[config.mk]
export PLATFORM = sky130hd
export DESIGN_NAME = block_frequency_statistic
export DESIGN_NICKNAME = d
export VERILOG_FILES = /design/src/design/bfs_pkg.sv /design/src/design/bfs_front.sv /design/src/design/bfs_queue.sv /design/src/design/bfs_back.sv /design/src/design/block_frequency_statistic.sv
export SDC_FILE = /design/constraint.sdc
export NUM_CORES = 2
export LEC_CHECK = 0
export BUFFER_PORTS_ARGS = -buffer_cell sky130_fd_sc_hd__buf_2
export CORE_MARGIN = 4
export CORE_UTILIZATION = 25
export DETAILED_ROUTE_END_ITERATION = 8
export PLACE_DENSITY = 0.43
export SLEW_MARGIN = 0
export SYNTH_ARGS = -nofsm -noshare
export SYNTH_HDL_FRONTEND = slang
export SYNTH_SLANG_ARGS = --single-unit
export TNS_END_PERCENT = 50
[constraint.sdc]
create_clock -name clk -period 9.1 [get_ports clk]
set_input_delay 0.91 -clock clk [delete_from_list [all_inputs] [get_ports clk]]
set_output_delay 0.91 -clock clk [all_outputs]
set_load 0.02 [all_outputs]
[src/design/bfs_pkg.sv]
// Shared constants, types and helper functions for the block frequency statistic.
package bfs_pkg;

  localparam int MAX_BLOCK_BITS_DEF = 1048576;
  localparam int MIN_BLOCK_BITS     = 8;

  localparam int BLOCK_LEN_W = 21;
  localparam logic [BLOCK_LEN_W-1:0] BLOCK_LEN_RST = 21'd128;

  localparam int SUM_W  = 53;
  localparam int BLK_W  = 32;
  localparam int DISC_W = 20;

  localparam int QUEUE_DEPTH = 4;

  localparam int IN_TDATA_W  = 16;
  localparam int OUT_TDATA_W = 112;

  // Per-request control carried from the front end to the back end.
  typedef struct packed {
    logic close;  // a block completed within this byte
    logic last;   // final byte of the sequence: emit and clear
  } bfs_ctl_t;

  // Mask of the k lowest bits of a byte; k of eight or more gives all ones.
  function automatic logic [7:0] low_mask(input logic [3:0] k);
    logic [8:0] t;
    t = (9'h1 << k) - 9'h1;
    return t[7:0];
  endfunction

  function automatic logic [3:0] popcnt8(input logic [7:0] v);
    logic [3:0] c;
    c = '0;
    for (int i = 0; i < 8; i++) begin
      c = c + 4'(v[i]);
    end
    return c;
  endfunction

endpackage

[src/design/bfs_front.sv]
// Front end: bit and ones counters of the open block, block-close detection per byte.
module bfs_front import bfs_pkg::*; #(
  parameter int MAX_BLOCK_BITS = MAX_BLOCK_BITS_DEF,
  localparam int CNT_W = $clog2(MAX_BLOCK_BITS),
  localparam int OW    = $clog2(MAX_BLOCK_BITS) + 1
) (
  input  logic                   clk,
  input  logic                   rst_n,
  input  logic                   in_valid,
  output logic                   in_ready,
  input  logic [7:0]             data_byte,
  input  logic [3:0]             valid_bits,
  input  logic                   last_byte,
  input  logic [BLOCK_LEN_W-1:0] block_length,
  input  logic                   q_ready,
  output logic                   push,
  output bfs_ctl_t               push_ctl,
  output logic [OW-1:0]          push_ones,
  output logic [OW-1:0]          push_m,
  output logic [CNT_W-1:0]       push_disc
);

  logic [CNT_W-1:0] bits_r, bits_nxt;
  logic [CNT_W-1:0] ones_r, ones_nxt;
  logic [3:0]       nb;
  logic [OW-1:0]    m;
  logic [OW-1:0]    bits_ext;
  logic [OW-1:0]    need;
  logic [3:0]       need4;
  logic             close;
  logic [7:0]       mask_all;
  logic [7:0]       mask_head;
  logic [3:0]       head_ones;
  logic [3:0]       tail_ones;
  logic [3:0]       all_ones;
  logic             accept;

  assign accept   = in_valid && q_ready;
  assign in_ready = q_ready;

  always_comb begin
    nb = (valid_bits > 4'd8) ? 4'd8 : valid_bits;
    if ({11'b0, block_length} < 32'(MIN_BLOCK_BITS)) begin
      m = OW'(MIN_BLOCK_BITS);
    end else if ({11'b0, block_length} > 32'(MAX_BLOCK_BITS)) begin
      m = OW'(MAX_BLOCK_BITS);
    end else begin
      m = OW'(block_length);
    end
  end

  // Bits still needed to close the open block; an overfull block closes on the next bit.
  assign bits_ext = OW'(bits_r);
  assign need     = (bits_ext >= m) ? OW'(1) : (m - bits_ext);
  assign close    = (need <= OW'(nb));
  assign need4    = need[3:0];

  assign mask_all  = low_mask(nb);
  assign mask_head = low_mask(need4);
  assign head_ones = popcnt8(data_byte & mask_head);
  assign tail_ones = popcnt8(data_byte & mask_all & ~mask_head);
  assign all_ones  = popcnt8(data_byte & mask_all);

  always_comb begin
    if (close) begin
      bits_nxt = CNT_W'(nb - need4);
      ones_nxt = CNT_W'(tail_ones);
    end else begin
      bits_nxt = bits_r + CNT_W'(nb);
      ones_nxt = ones_r + CNT_W'(all_ones);
    end
  end

  assign push           = accept && (close || last_byte);
  assign push_ctl.close = close;
  assign push_ctl.last  = last_byte;
  assign push_ones      = OW'(ones_r) + OW'(head_ones);
  assign push_m         = m;
  assign push_disc      = bits_nxt;

  always_ff @(posedge clk) begin
    if (!rst_n) begin
      bits_r <= '0;
      ones_r <= '0;
    end else if (accept) begin
      if (last_byte) begin
        bits_r <= '0;
        ones_r <= '0;
      end else begin
        bits_r <= bits_nxt;
        ones_r <= ones_nxt;
      end
    end
  end

endmodule

[src/design/bfs_queue.sv]
// Short register FIFO decoupling the front end from the back end.
module bfs_queue import bfs_pkg::*; #(
  parameter int WIDTH = 8,
  parameter int DEPTH = QUEUE_DEPTH,
  localparam int PTR_W = (DEPTH > 1) ? $clog2(DEPTH) : 1,
  localparam int CNT_W = $clog2(DEPTH + 1)
) (
  input  logic             clk,
  input  logic             rst_n,
  input  logic             push,
  output logic             in_ready,
  input  logic [WIDTH-1:0] wdata,
  output logic             out_valid,
  input  logic             out_ready,
  output logic [WIDTH-1:0] rdata
);

  logic [WIDTH-1:0] mem_r [DEPTH];
  logic [PTR_W-1:0] wr_ptr_r, rd_ptr_r;
  logic [CNT_W-1:0] count_r;
  logic             wr;
  logic             rd;

  assign in_ready  = (count_r != CNT_W'(DEPTH));
  assign out_valid = (count_r != '0);
  assign rdata     = mem_r[rd_ptr_r];
  assign wr        = push && in_ready;
  assign rd        = out_valid && out_ready;

  always_ff @(posedge clk) begin
    if (wr) begin
      mem_r[wr_ptr_r] <= wdata;
    end
  end

  always_ff @(posedge clk) begin
    if (!rst_n) begin
      wr_ptr_r <= '0;
      rd_ptr_r <= '0;
      count_r  <= '0;
    end else begin
      if (wr) begin
        wr_ptr_r <= (wr_ptr_r == PTR_W'(DEPTH - 1)) ? '0 : wr_ptr_r + 1'b1;
      end
      if (rd) begin
        rd_ptr_r <= (rd_ptr_r == PTR_W'(DEPTH - 1)) ? '0 : rd_ptr_r + 1'b1;
      end
      count_r <= count_r + CNT_W'(wr) - CNT_W'(rd);
    end
  end

endmodule

[src/design/bfs_back.sv]
// Back end: deviation, square, saturating accumulation and the result register.
module bfs_back import bfs_pkg::*; #(
  parameter int MAX_BLOCK_BITS = MAX_BLOCK_BITS_DEF,
  localparam int CNT_W = $clog2(MAX_BLOCK_BITS),
  localparam int OW    = $clog2(MAX_BLOCK_BITS) + 1,
  localparam int DEV_W = OW + 1,
  localparam int SQ_W  = 2 * DEV_W
) (
  input  logic              clk,
  input  logic              rst_n,
  input  logic              q_valid,
  output logic              q_ready,
  input  bfs_ctl_t          q_ctl,
  input  logic [OW-1:0]     q_ones,
  input  logic [OW-1:0]     q_m,
  input  logic [CNT_W-1:0]  q_disc,
  output logic              out_valid,
  input  logic              out_ready,
  output logic [SUM_W-1:0]  out_sum,
  output logic [BLK_W-1:0]  out_blocks,
  output logic [DISC_W-1:0] out_disc
);

  logic              adv;
  logic [DEV_W-1:0]  twice;
  logic [DEV_W-1:0]  m_ext;
  logic [DEV_W-1:0]  dev;

  logic              a_v_r;
  bfs_ctl_t          a_ctl_r;
  logic [DEV_W-1:0]  a_dev_r;
  logic [CNT_W-1:0]  a_disc_r;

  logic              b_v_r;
  bfs_ctl_t          b_ctl_r;
  logic [SQ_W-1:0]   b_sq_r;
  logic [CNT_W-1:0]  b_disc_r;

  logic [SUM_W-1:0]  sum_r, sum_nxt;
  logic [BLK_W-1:0]  cnt_r, cnt_nxt;
  logic [SUM_W:0]    sum_add;

  logic              out_valid_r;
  logic [SUM_W-1:0]  out_sum_r;
  logic [BLK_W-1:0]  out_blocks_r;
  logic [DISC_W-1:0] out_disc_r;

  // Advance the whole pipe unless a finished result is still waiting.
  assign adv     = !out_valid_r || out_ready;
  assign q_ready = adv;

  assign twice = {1'b0, q_ones} << 1;
  assign m_ext = DEV_W'(q_m);
  assign dev   = (twice >= m_ext) ? (twice - m_ext) : (m_ext - twice);

  assign sum_add = {1'b0, sum_r} + {1'b0, SUM_W'(b_sq_r)};

  always_comb begin
    sum_nxt = sum_r;
    cnt_nxt = cnt_r;
    if (b_v_r && b_ctl_r.close) begin
      sum_nxt = sum_add[SUM_W] ? '1 : sum_add[SUM_W-1:0];
      cnt_nxt = (&cnt_r) ? cnt_r : cnt_r + 1'b1;
    end
  end

  always_ff @(posedge clk) begin
    if (adv) begin
      a_ctl_r  <= q_ctl;
      a_dev_r  <= dev;
      a_disc_r <= q_disc;
      b_ctl_r  <= a_ctl_r;
      b_sq_r   <= a_dev_r * a_dev_r;
      b_disc_r <= a_disc_r;
      if (b_v_r && b_ctl_r.last) begin
        out_sum_r    <= sum_nxt;
        out_blocks_r <= cnt_nxt;
        out_disc_r   <= DISC_W'(b_disc_r);
      end
    end
  end

  always_ff @(posedge clk) begin
    if (!rst_n) begin
      a_v_r       <= 1'b0;
      b_v_r       <= 1'b0;
      sum_r       <= '0;
      cnt_r       <= '0;
      out_valid_r <= 1'b0;
    end else if (adv) begin
      a_v_r <= q_valid;
      b_v_r <= a_v_r;
      if (b_v_r && b_ctl_r.last) begin
        sum_r       <= '0;
        cnt_r       <= '0;
        out_valid_r <= 1'b1;
      end else begin
        sum_r       <= sum_nxt;
        cnt_r       <= cnt_nxt;
        out_valid_r <= 1'b0;
      end
    end
  end

  assign out_valid  = out_valid_r;
  assign out_sum    = out_sum_r;
  assign out_blocks = out_blocks_r;
  assign out_disc   = out_disc_r;

endmodule

[src/design/block_frequency_statistic.sv]
// Top level of the block frequency statistic: front end, queue, back end, length register.
//
//  channel  | direction | handshake            | payload
//  ---------+-----------+----------------------+-------------------------------------------
//  in_      | slave     | in_tvalid/in_tready  | tdata: data_byte, valid_bits; tlast: last_byte
//  out_     | master    | out_tvalid/out_tready| tdata: deviation_square_sum, full_blocks,
//           |           |                      |        discarded_bits
//  cfg_     | write     | cfg_wr_en            | cfg_wr_data: block_length
//
// One request is taken every cycle while the queue has room; the front end counts bits
// and ones of the open block combinationally from the byte popcount.
// After the edge that takes the last byte writes the queue entry, deviation, square and
// sum take one register each before out_tvalid rises.
// Reset (rst_n low, synchronous) clears all counters and sets the block length to 128.
// A result not taken holds the back end; in_tready drops once the four-entry queue is full.
module block_frequency_statistic import bfs_pkg::*; #(
  parameter int MAX_BLOCK_BITS = MAX_BLOCK_BITS_DEF
) (
  input  logic                   clk,
  input  logic                   rst_n,
  input  logic                   in_tvalid,
  output logic                   in_tready,
  input  logic [IN_TDATA_W-1:0]  in_tdata,   // [7:0] data_byte, [11:8] valid_bits
  input  logic                   in_tlast,   // last_byte
  output logic                   out_tvalid,
  input  logic                   out_tready,
  output logic [OUT_TDATA_W-1:0] out_tdata,  // [52:0] deviation_square_sum,
                                             // [84:53] full_blocks, [104:85] discarded_bits
  input  logic                   cfg_wr_en,
  input  logic [BLOCK_LEN_W-1:0] cfg_wr_data // block_length
);

  localparam int CNT_W = $clog2(MAX_BLOCK_BITS);
  localparam int OW    = $clog2(MAX_BLOCK_BITS) + 1;
  localparam int ENT_W = $bits(bfs_ctl_t) + OW + OW + CNT_W;

  logic [BLOCK_LEN_W-1:0] block_length_r;

  logic                   q_push;
  logic                   q_in_ready;
  bfs_ctl_t               push_ctl;
  logic [OW-1:0]          push_ones;
  logic [OW-1:0]          push_m;
  logic [CNT_W-1:0]       push_disc;

  logic                   q_out_valid;
  logic                   q_pop_ready;
  logic [ENT_W-1:0]       q_rdata;
  bfs_ctl_t               q_ctl;
  logic [OW-1:0]          q_ones;
  logic [OW-1:0]          q_m;
  logic [CNT_W-1:0]       q_disc;

  logic [SUM_W-1:0]       res_sum;
  logic [BLK_W-1:0]       res_blocks;
  logic [DISC_W-1:0]      res_disc;

  // Block length register: kept across sequences, set to 128 by reset, changed only by a write.
  always_ff @(posedge clk) begin
    if (!rst_n) begin
      block_length_r <= BLOCK_LEN_RST;
    end else if (cfg_wr_en) begin
      block_length_r <= cfg_wr_data;
    end
  end

  bfs_front #(
    .MAX_BLOCK_BITS(MAX_BLOCK_BITS)
  ) u_front (
    .clk         (clk),
    .rst_n       (rst_n),
    .in_valid    (in_tvalid),
    .in_ready    (in_tready),
    .data_byte   (in_tdata[7:0]),
    .valid_bits  (in_tdata[11:8]),
    .last_byte   (in_tlast),
    .block_length(block_length_r),
    .q_ready     (q_in_ready),
    .push        (q_push),
    .push_ctl    (push_ctl),
    .push_ones   (push_ones),
    .push_m      (push_m),
    .push_disc   (push_disc)
  );

  // Hold only bytes that close a block or end the sequence.
  bfs_queue #(
    .WIDTH(ENT_W),
    .DEPTH(QUEUE_DEPTH)
  ) u_queue (
    .clk      (clk),
    .rst_n    (rst_n),
    .push     (q_push),
    .in_ready (q_in_ready),
    .wdata    ({push_ctl, push_ones, push_m, push_disc}),
    .out_valid(q_out_valid),
    .out_ready(q_pop_ready),
    .rdata    (q_rdata)
  );

  assign {q_ctl, q_ones, q_m, q_disc} = q_rdata;

  bfs_back #(
    .MAX_BLOCK_BITS(MAX_BLOCK_BITS)
  ) u_back (
    .clk       (clk),
    .rst_n     (rst_n),
    .q_valid   (q_out_valid),
    .q_ready   (q_pop_ready),
    .q_ctl     (q_ctl),
    .q_ones    (q_ones),
    .q_m       (q_m),
    .q_disc    (q_disc),
    .out_valid (out_tvalid),
    .out_ready (out_tready),
    .out_sum   (res_sum),
    .out_blocks(res_blocks),
    .out_disc  (res_disc)
  );

  assign out_tdata = {7'b0, res_disc, res_blocks, res_sum};

`ifndef ASSERT_OFF
  // A final byte must always reach the queue, or its result is lost.
  a_last_pushed: assert property (@(posedge clk) disable iff (!rst_n)
    (in_tvalid && in_tready && in_tlast) |-> q_push)
    else $error("last byte accepted without a queue entry");

  // The block length handed downstream is always clamped to the legal range.
  a_len_clamped: assert property (@(posedge clk) disable iff (!rst_n)
    q_push |-> (push_m >= OW'(MIN_BLOCK_BITS) && push_m <= OW'(MAX_BLOCK_BITS)))
    else $error("block length out of range");

  // A waiting result stalls the back end, so nothing leaves the queue.
  a_stall_holds_queue: assert property (@(posedge clk) disable iff (!rst_n)
    (out_tvalid && !out_tready) |-> !q_pop_ready)
    else $error("queue popped while a result waits");
`endif

endmodule

Word level (Yosys, flattened, before mapping)
Memories as Yosys holds them, arrays and structs flattened. A register that Yosys moved wholly into a read port is not among the register bits.
Cells that the tools add are included.
{ "totals": {"romBits": 0, "reg_bits": 371, "output_inout_bits": 114, "wordCells": 109, "mem_bits_rw": 256, "input_bits": 43, "n_memories": 1, "latch_bits": 0} }
{ "mem_list": {"columns": ["memory", "words", "width", "rd", "rd_clocked_by_memory_dff", "wr", "line_no", "source"], "rows": [
  ["u_queue.mem_r", 4, 64, 1, 1, 1, "bfs_queue.sv:18", "logic [WIDTH-1:0] mem_r [DEPTH];"]
]} }
{ "op_classes": {"div_mod_pow": 0, "n_addsub": 36, "n_shift": 2, "n_bitwise": 4, "eq_ne": 3, "magnitude_cmp": 6, "reduce_logical": 12, "multipliers": 1, "mux": 22} }
{ "ops": {"columns": ["op", "n"], "rows": [
  ["$mux 53", 3],
  ["$mux 32", 3],
  ["$mux 20", 4],
  ["$add 4x1->4", 18],
  ["$mux 21", 3],
  ["$add 53x44->54", 1],
  ["$mul 22x22->44", 1],
  ["$add 20x4->20", 2],
  ["$add 32x1->32 const B", 1],
  ["$reduce_and 32->1", 1],
  ["$and 8x8->8", 3],
  ["$ge 22x21->1", 1],
  ["$mux 22", 1],
  ["$sub 21x22->22", 1],
  ["$sub 22x21->22", 1],
  ["$add 20x4->21", 1],
  ["$ge 20x21->1", 1],
  ["$gt 21x21->1 const B", 1],
  ["$le 21x4->1", 1],
  ["$lt 21x4->1 const B", 1],
  ["$sub 21x20->21", 1],
  ["$shl 1x4->8 const A", 2],
  ["$sub 8x1->8 const B", 2],
  ["$mux 2", 4],
  ["other kinds (16)", 28]
]} }

Longest topological paths before layout
{ "depth": {"depth_word": 18, "mapped_depth": 40, "depth_no_buf": 40} }

By module
From an unflattened synthesis, not the netlist that was laid out.
{ "hier_totals": {"hier_cells": 4271, "area_unflattened_um2": 45812.7} }
{ "by_module_without_submodules": {"columns": ["module", "area_each_um2", "cells_each", "seq_area_each_um2", "n_inst"], "rows": [
  ["bfs_back", 29419.5, 3008, 8187.9, 1],
  ["bfs_queue", 9696.8, 386, 7867.5, 1],
  ["bfs_front", 5821.8, 801, 800.8, 1],
  ["block_frequency_statistic", 874.6, 76, 420.4, 1]
]} }

Worst setup path before layout
OpenSTA, ideal clock, no wires.
{ "synth_path": {"path_kind": "reg-to-reg", "start": "register block_length_r[8]", "end": "memory u_queue.mem_r[0][59] (netlist name), data pin", "required_time_ns": 8.920, "path_stages_with_launch": 40, "arrival_ns": 8.839, "slack_ns": 0.080, "synth_period_minus_slack_ns": 9.020, "setup_time_ns": 0.180, "path_cell_list": "dfxtp_1 > nor4_1 > nand4_1 > or4_1 > o41ai_1 > inv_1 > nor2_1 > nand2_1 > inv_1 > ha_1 > nor2b_1 > o31a_1 > o41a_1 > a21o_1 > a221oi_1 > a2bb2oi_1 > nand2b_1 > inv_1 > [... 4 more ...] > mux2i_1 > o21ai_0 > and2_1 > fa_1 > inv_1 > fa_1 > inv_1 > fa_1 > inv_1 > fa_1 > xnor2_1 > ha_1 > a21o_1 > a21oi_1 > nand3b_1 > or2_2 > nor3_1 > xor2_1"} }
{ "synth_between": {"elab_chain_cells": 16, "word_cells_on_any_way": 18, "cone_classes": "add/sub: 10; order compare: 3; shift: 1; mux: 3; bitwise: 1"} }
{ "synth_lines": {"columns": ["item", "line_no", "source"], "rows": [
  ["start, declared", "block_frequency_statistic.sv:37", "logic [BLOCK_LEN_W-1:0] block_length_r;"],
  ["start signal, assigned", "block_frequency_statistic.sv:63", "block_length_r <= cfg_wr_data;"],
  ["$gt 21x21->1", "bfs_front.sv:45", "end else if ({11'b0, block_length} > 32'(MAX_BLOCK_BITS)) begin"],
  ["$mux 21", "bfs_front.sv:45", null],
  ["$mux 21 (*)", "bfs_front.sv:43", "if ({11'b0, block_length} < 32'(MIN_BLOCK_BITS)) begin"],
  ["via push_m[1]", "block_frequency_statistic.sv:43", "logic [OW-1:0] push_m;"],
  ["$sub 21x20->21 / $ge 20x21->1 (equally long branches)", "bfs_front.sv:54", "assign need = (bits_ext >= m) ? OW'(1) : (m - bits_ext);"],
  ["$mux 21 (*)", "bfs_front.sv:54", null],
  ["$shl 1x4->8 (*)", "bfs_pkg.sv:28", "t = (9'h1 << k) - 9'h1;"],
  ["$sub 8x1->8 (*)", "bfs_pkg.sv:28", null],
  ["$and 8x8->8 (*)", "bfs_front.sv:60", "assign head_ones = popcnt8(data_byte & mask_head);"],
  ["$add 1x1->2", "bfs_pkg.sv:36", "c = c + 4'(v[i]);"],
  ["$add 4x1->4 (5 in series)", "bfs_pkg.sv:36", null],
  ["$add 4x1->4 (*)", "bfs_pkg.sv:36", null],
  ["$add 20x4->21 (*)", "bfs_front.sv:77", "assign push_ones = OW'(ones_r) + OW'(head_ones);"],
  ["via push_ones[18]", "block_frequency_statistic.sv:42", "logic [OW-1:0] push_ones;"],
  ["end, declared", "bfs_queue.sv:18", null]
]} }
The timed path passes the listed nets; every way through them passes the cells marked *.

Worst setup path after layout
{ "layout_path": {"start": "register block_length_r[5]", "end": "memory u_queue.mem_r[3][50] (netlist name), data pin"} }
Same word-level chain as after synthesis.

==> impl_metrics.ini <==
[grt]
grt_pass1_vias = 31257
grt_pass1_wl_mm = 185.8
grt_max_degree = 72
antenna_found_initial = 5
grt_util_all_layers_pct = 12.77
grt-ovfl-total = 0

[layout]
final_cell_mix = inv_1, edfxtp_1, fa_1
area_growth_pct = 14.82
layout.nets = 4951
drive_above_1_share_pct = 11.80
final_common_cell = inv_1

[clock_network]
worstSkewPairLatency_ns = 0.67
cts.sink_count = 628
clockRootBuffer = clkbuf_16
cts_max_level = 3
hold_buffers = 0
tritoncts = built
cts_buffers = 73
clockBufferDepth = 3
clk_pin_slew_ns = 0.06

[floorplanning]
pin_count = 157
die_w_um = 430.2
die_h_um = 430.2
initial_core_util_pct = 25.22
core-area_um2 = 176700
dieArea_um2 = 185100
core.rowCount = 154

[route]
antenna_left = 0
finalWirelength_mm = 118.2
route.detailed.wl_per_inst_um = 17.78
drt-vias-per-instance = 4.488
drc = 0
dr.pass1.iters = 5
num_vias = 29821
drtIter0Drc = 1673

[critical_path]
reg2reg_slack_ns = 0.53
crit_slowest_cell = fa_1
cp-end-kind = register
start_kind = register
cp_common_cell = inv_1
crit_required_ns = 9.49
crit_arrival_ns = 8.96
timing_worst_setup_path_type = reg -> reg
path_max_fanout = 6
slowest_delay_ns = 0.53

[timing]
relSlewSlack_pct = 23.19
min_period_ns = 8.571
hold_viol = 0
layout_setup_ws_ns = 0.5286
fmax_mhz = 116.7
finalSetupViolations = 0
fin_skew_ns = 0.03906
period_share_pct = 94.19
tightestPinTransition_ns = 1.152
slew_viol_final = 0

[logic_synthesis]
synth_area_per_cell_um2 = 10.94
yosysWarnings = 0
netlist_instances = 4072
ys.flop_type = edfxtp_1
synth_area_um2 = 44560
async_flop_share_pct = 0
synth.distinct_cells = 81
ys_seq_elements = 628
yosysSeqAreaShare_pct = 38.77
synth-edff-count = 470

[placement]
place_ws_ns = -0.06820
port_buffers = 145
gp_congestion = 0.8360
dp_hpwl_mm = 90.58

[worst_hold_path]
min_path_type = reg -> reg

[flow_run]
maxCapViolations = 0

[run_status]
outcome = finished, final reports clean
[cells in the mapped netlist (all sizes together), types with 11 or more instances]
library cell	count	area, um^2
ha	295	3691
buf	30	160.2
a21o	86	645.6
nor4	11	68.82
o21bai	17	127.6
o21ai	136	680.7
a22o	40	350.3
inv	523	1963
dfxtp	158	3163
nor2	192	728.2
o211ai	39	292.8
edfxtp	470	14110
a21oi	207	1044
nand2b	29	181.4
nand4	34	219.0
clkbuf	143	536.8
xor2	71	621.9
and4	12	105.1
nand2	342	1286
a211oi	23	172.7
nor3	46	230.2
and2	158	988.5
and3	36	225.2
fa	367	7347
a31oi	23	143.9
mux2i	38	380.4
or3	15	93.84
xnor2	140	1226
o21a	26	195.2
mux4	64	1441
nand3	75	375.4
nor2b	75	469.2
[cell families after synthesis]
group / share of synthesized area [%]
XOR/XNOR: 4.147
buffers and inverters: 5.997
adder cells (fa/ha/maj): 24.77
multiplexers: 4.273
AO/OA/AOI/OAI: 10.54
AND/OR/NAND/NOR: 11.49
other: 0.008415
flip-flops: 38.77
[layer usage]
layer / GRT usage (%) / routed length [um] / vias up
li1: - / - / 14369
met1: 17.45 / 55680 / 14858
met2: 21.29 / 55930 / 457
met3: 2.055 / 4055 / 135
met4: 2.809 / 2464 / 2
met5: 0 / 13 / -
[worst max-delay path, delay by kind of cell (launching register included)]
family                     cells  cell delay (ns)
DFF                            1             0.33
AOI/OAI and AO/OA             10             2.15
buffers and inverters         12             1.21
xor gates and xnor gates       1             0.15
and+or+nand+nor               13             1.97
adders and majority gates      7             2.50
[through the flow]
step | setup TNS (ns) | cells | area (um^2) | hold WS (ns) | util, %
floorplan | 0 | 4078 | 44590 | 0.4003 | -
detailed placement | -0.2727 | 6509 | 48540 | 0.4045 | 27.47
global route | -0.09487 | 6644 | 51160 | 0.4242 | 28.96
finish | 0 | 6645 | 51170 | 0.4105 | 28.96
CTS | 0 | 6642 | 50960 | 0.4122 | 28.84
global placement | -0.3794 | 6509 | 48540 | 0.4032 | 27.47
[final timing paths]
check             cells past startpoint              endpoint          startpoint
setup / recovery                     43  u_queue.mem_r[3][50]   block_length_r[5]
hold / removal                        0    u_back.out_disc[3]  u_back.b_disc_r[3]
setup reg to reg                     43  u_queue.mem_r[3][50]   block_length_r[5]
hold reg to reg                       0    u_back.out_disc[3]  u_back.b_disc_r[3]
[state kept, by name, summed over array words and instances, names as in the netlist, 3 cells and up, named ones only]
register / flops
u_back.b_disc_r: 20
block_length_r: 21
u_queue.count_r: 3
u_back.cnt_r: 32
u_back.a_dev_r: 22
u_back.out_disc: 20
u_front.ones_r: 20
u_back.out_sum: 53
u_back.out_blocks: 32
u_queue.mem_r: 256
u_front.bits_r: 20
u_back.sum_r: 53
u_back.a_disc_r: 20
u_back.b_sq_r: 43
[cell type report]
type / count / area, um^2
well taps: 2340 / 2928
inverters: 525 / 1981
multi-input cells: 2752 / 24890
fillers: 18311 / 125500
diodes: 1 / 2.502
repair buffers: 266 / 1684
clock buffers: 88 / 1893
clock inverters: 45 / 508.0
flip-flops and latches: 628 / 17280
[timing repair]
item / 4_1_cts / 5_1_grt
setup buffers: 0 / 2
pin swaps: 0 / 10
resized for setup: 2 / 34
endpoints found under the setup margin: 15 / 76
Power is left out: the tool's default activity adds up to more than one toggle a clock period on the data nets, which glitch-free logic cannot reach.
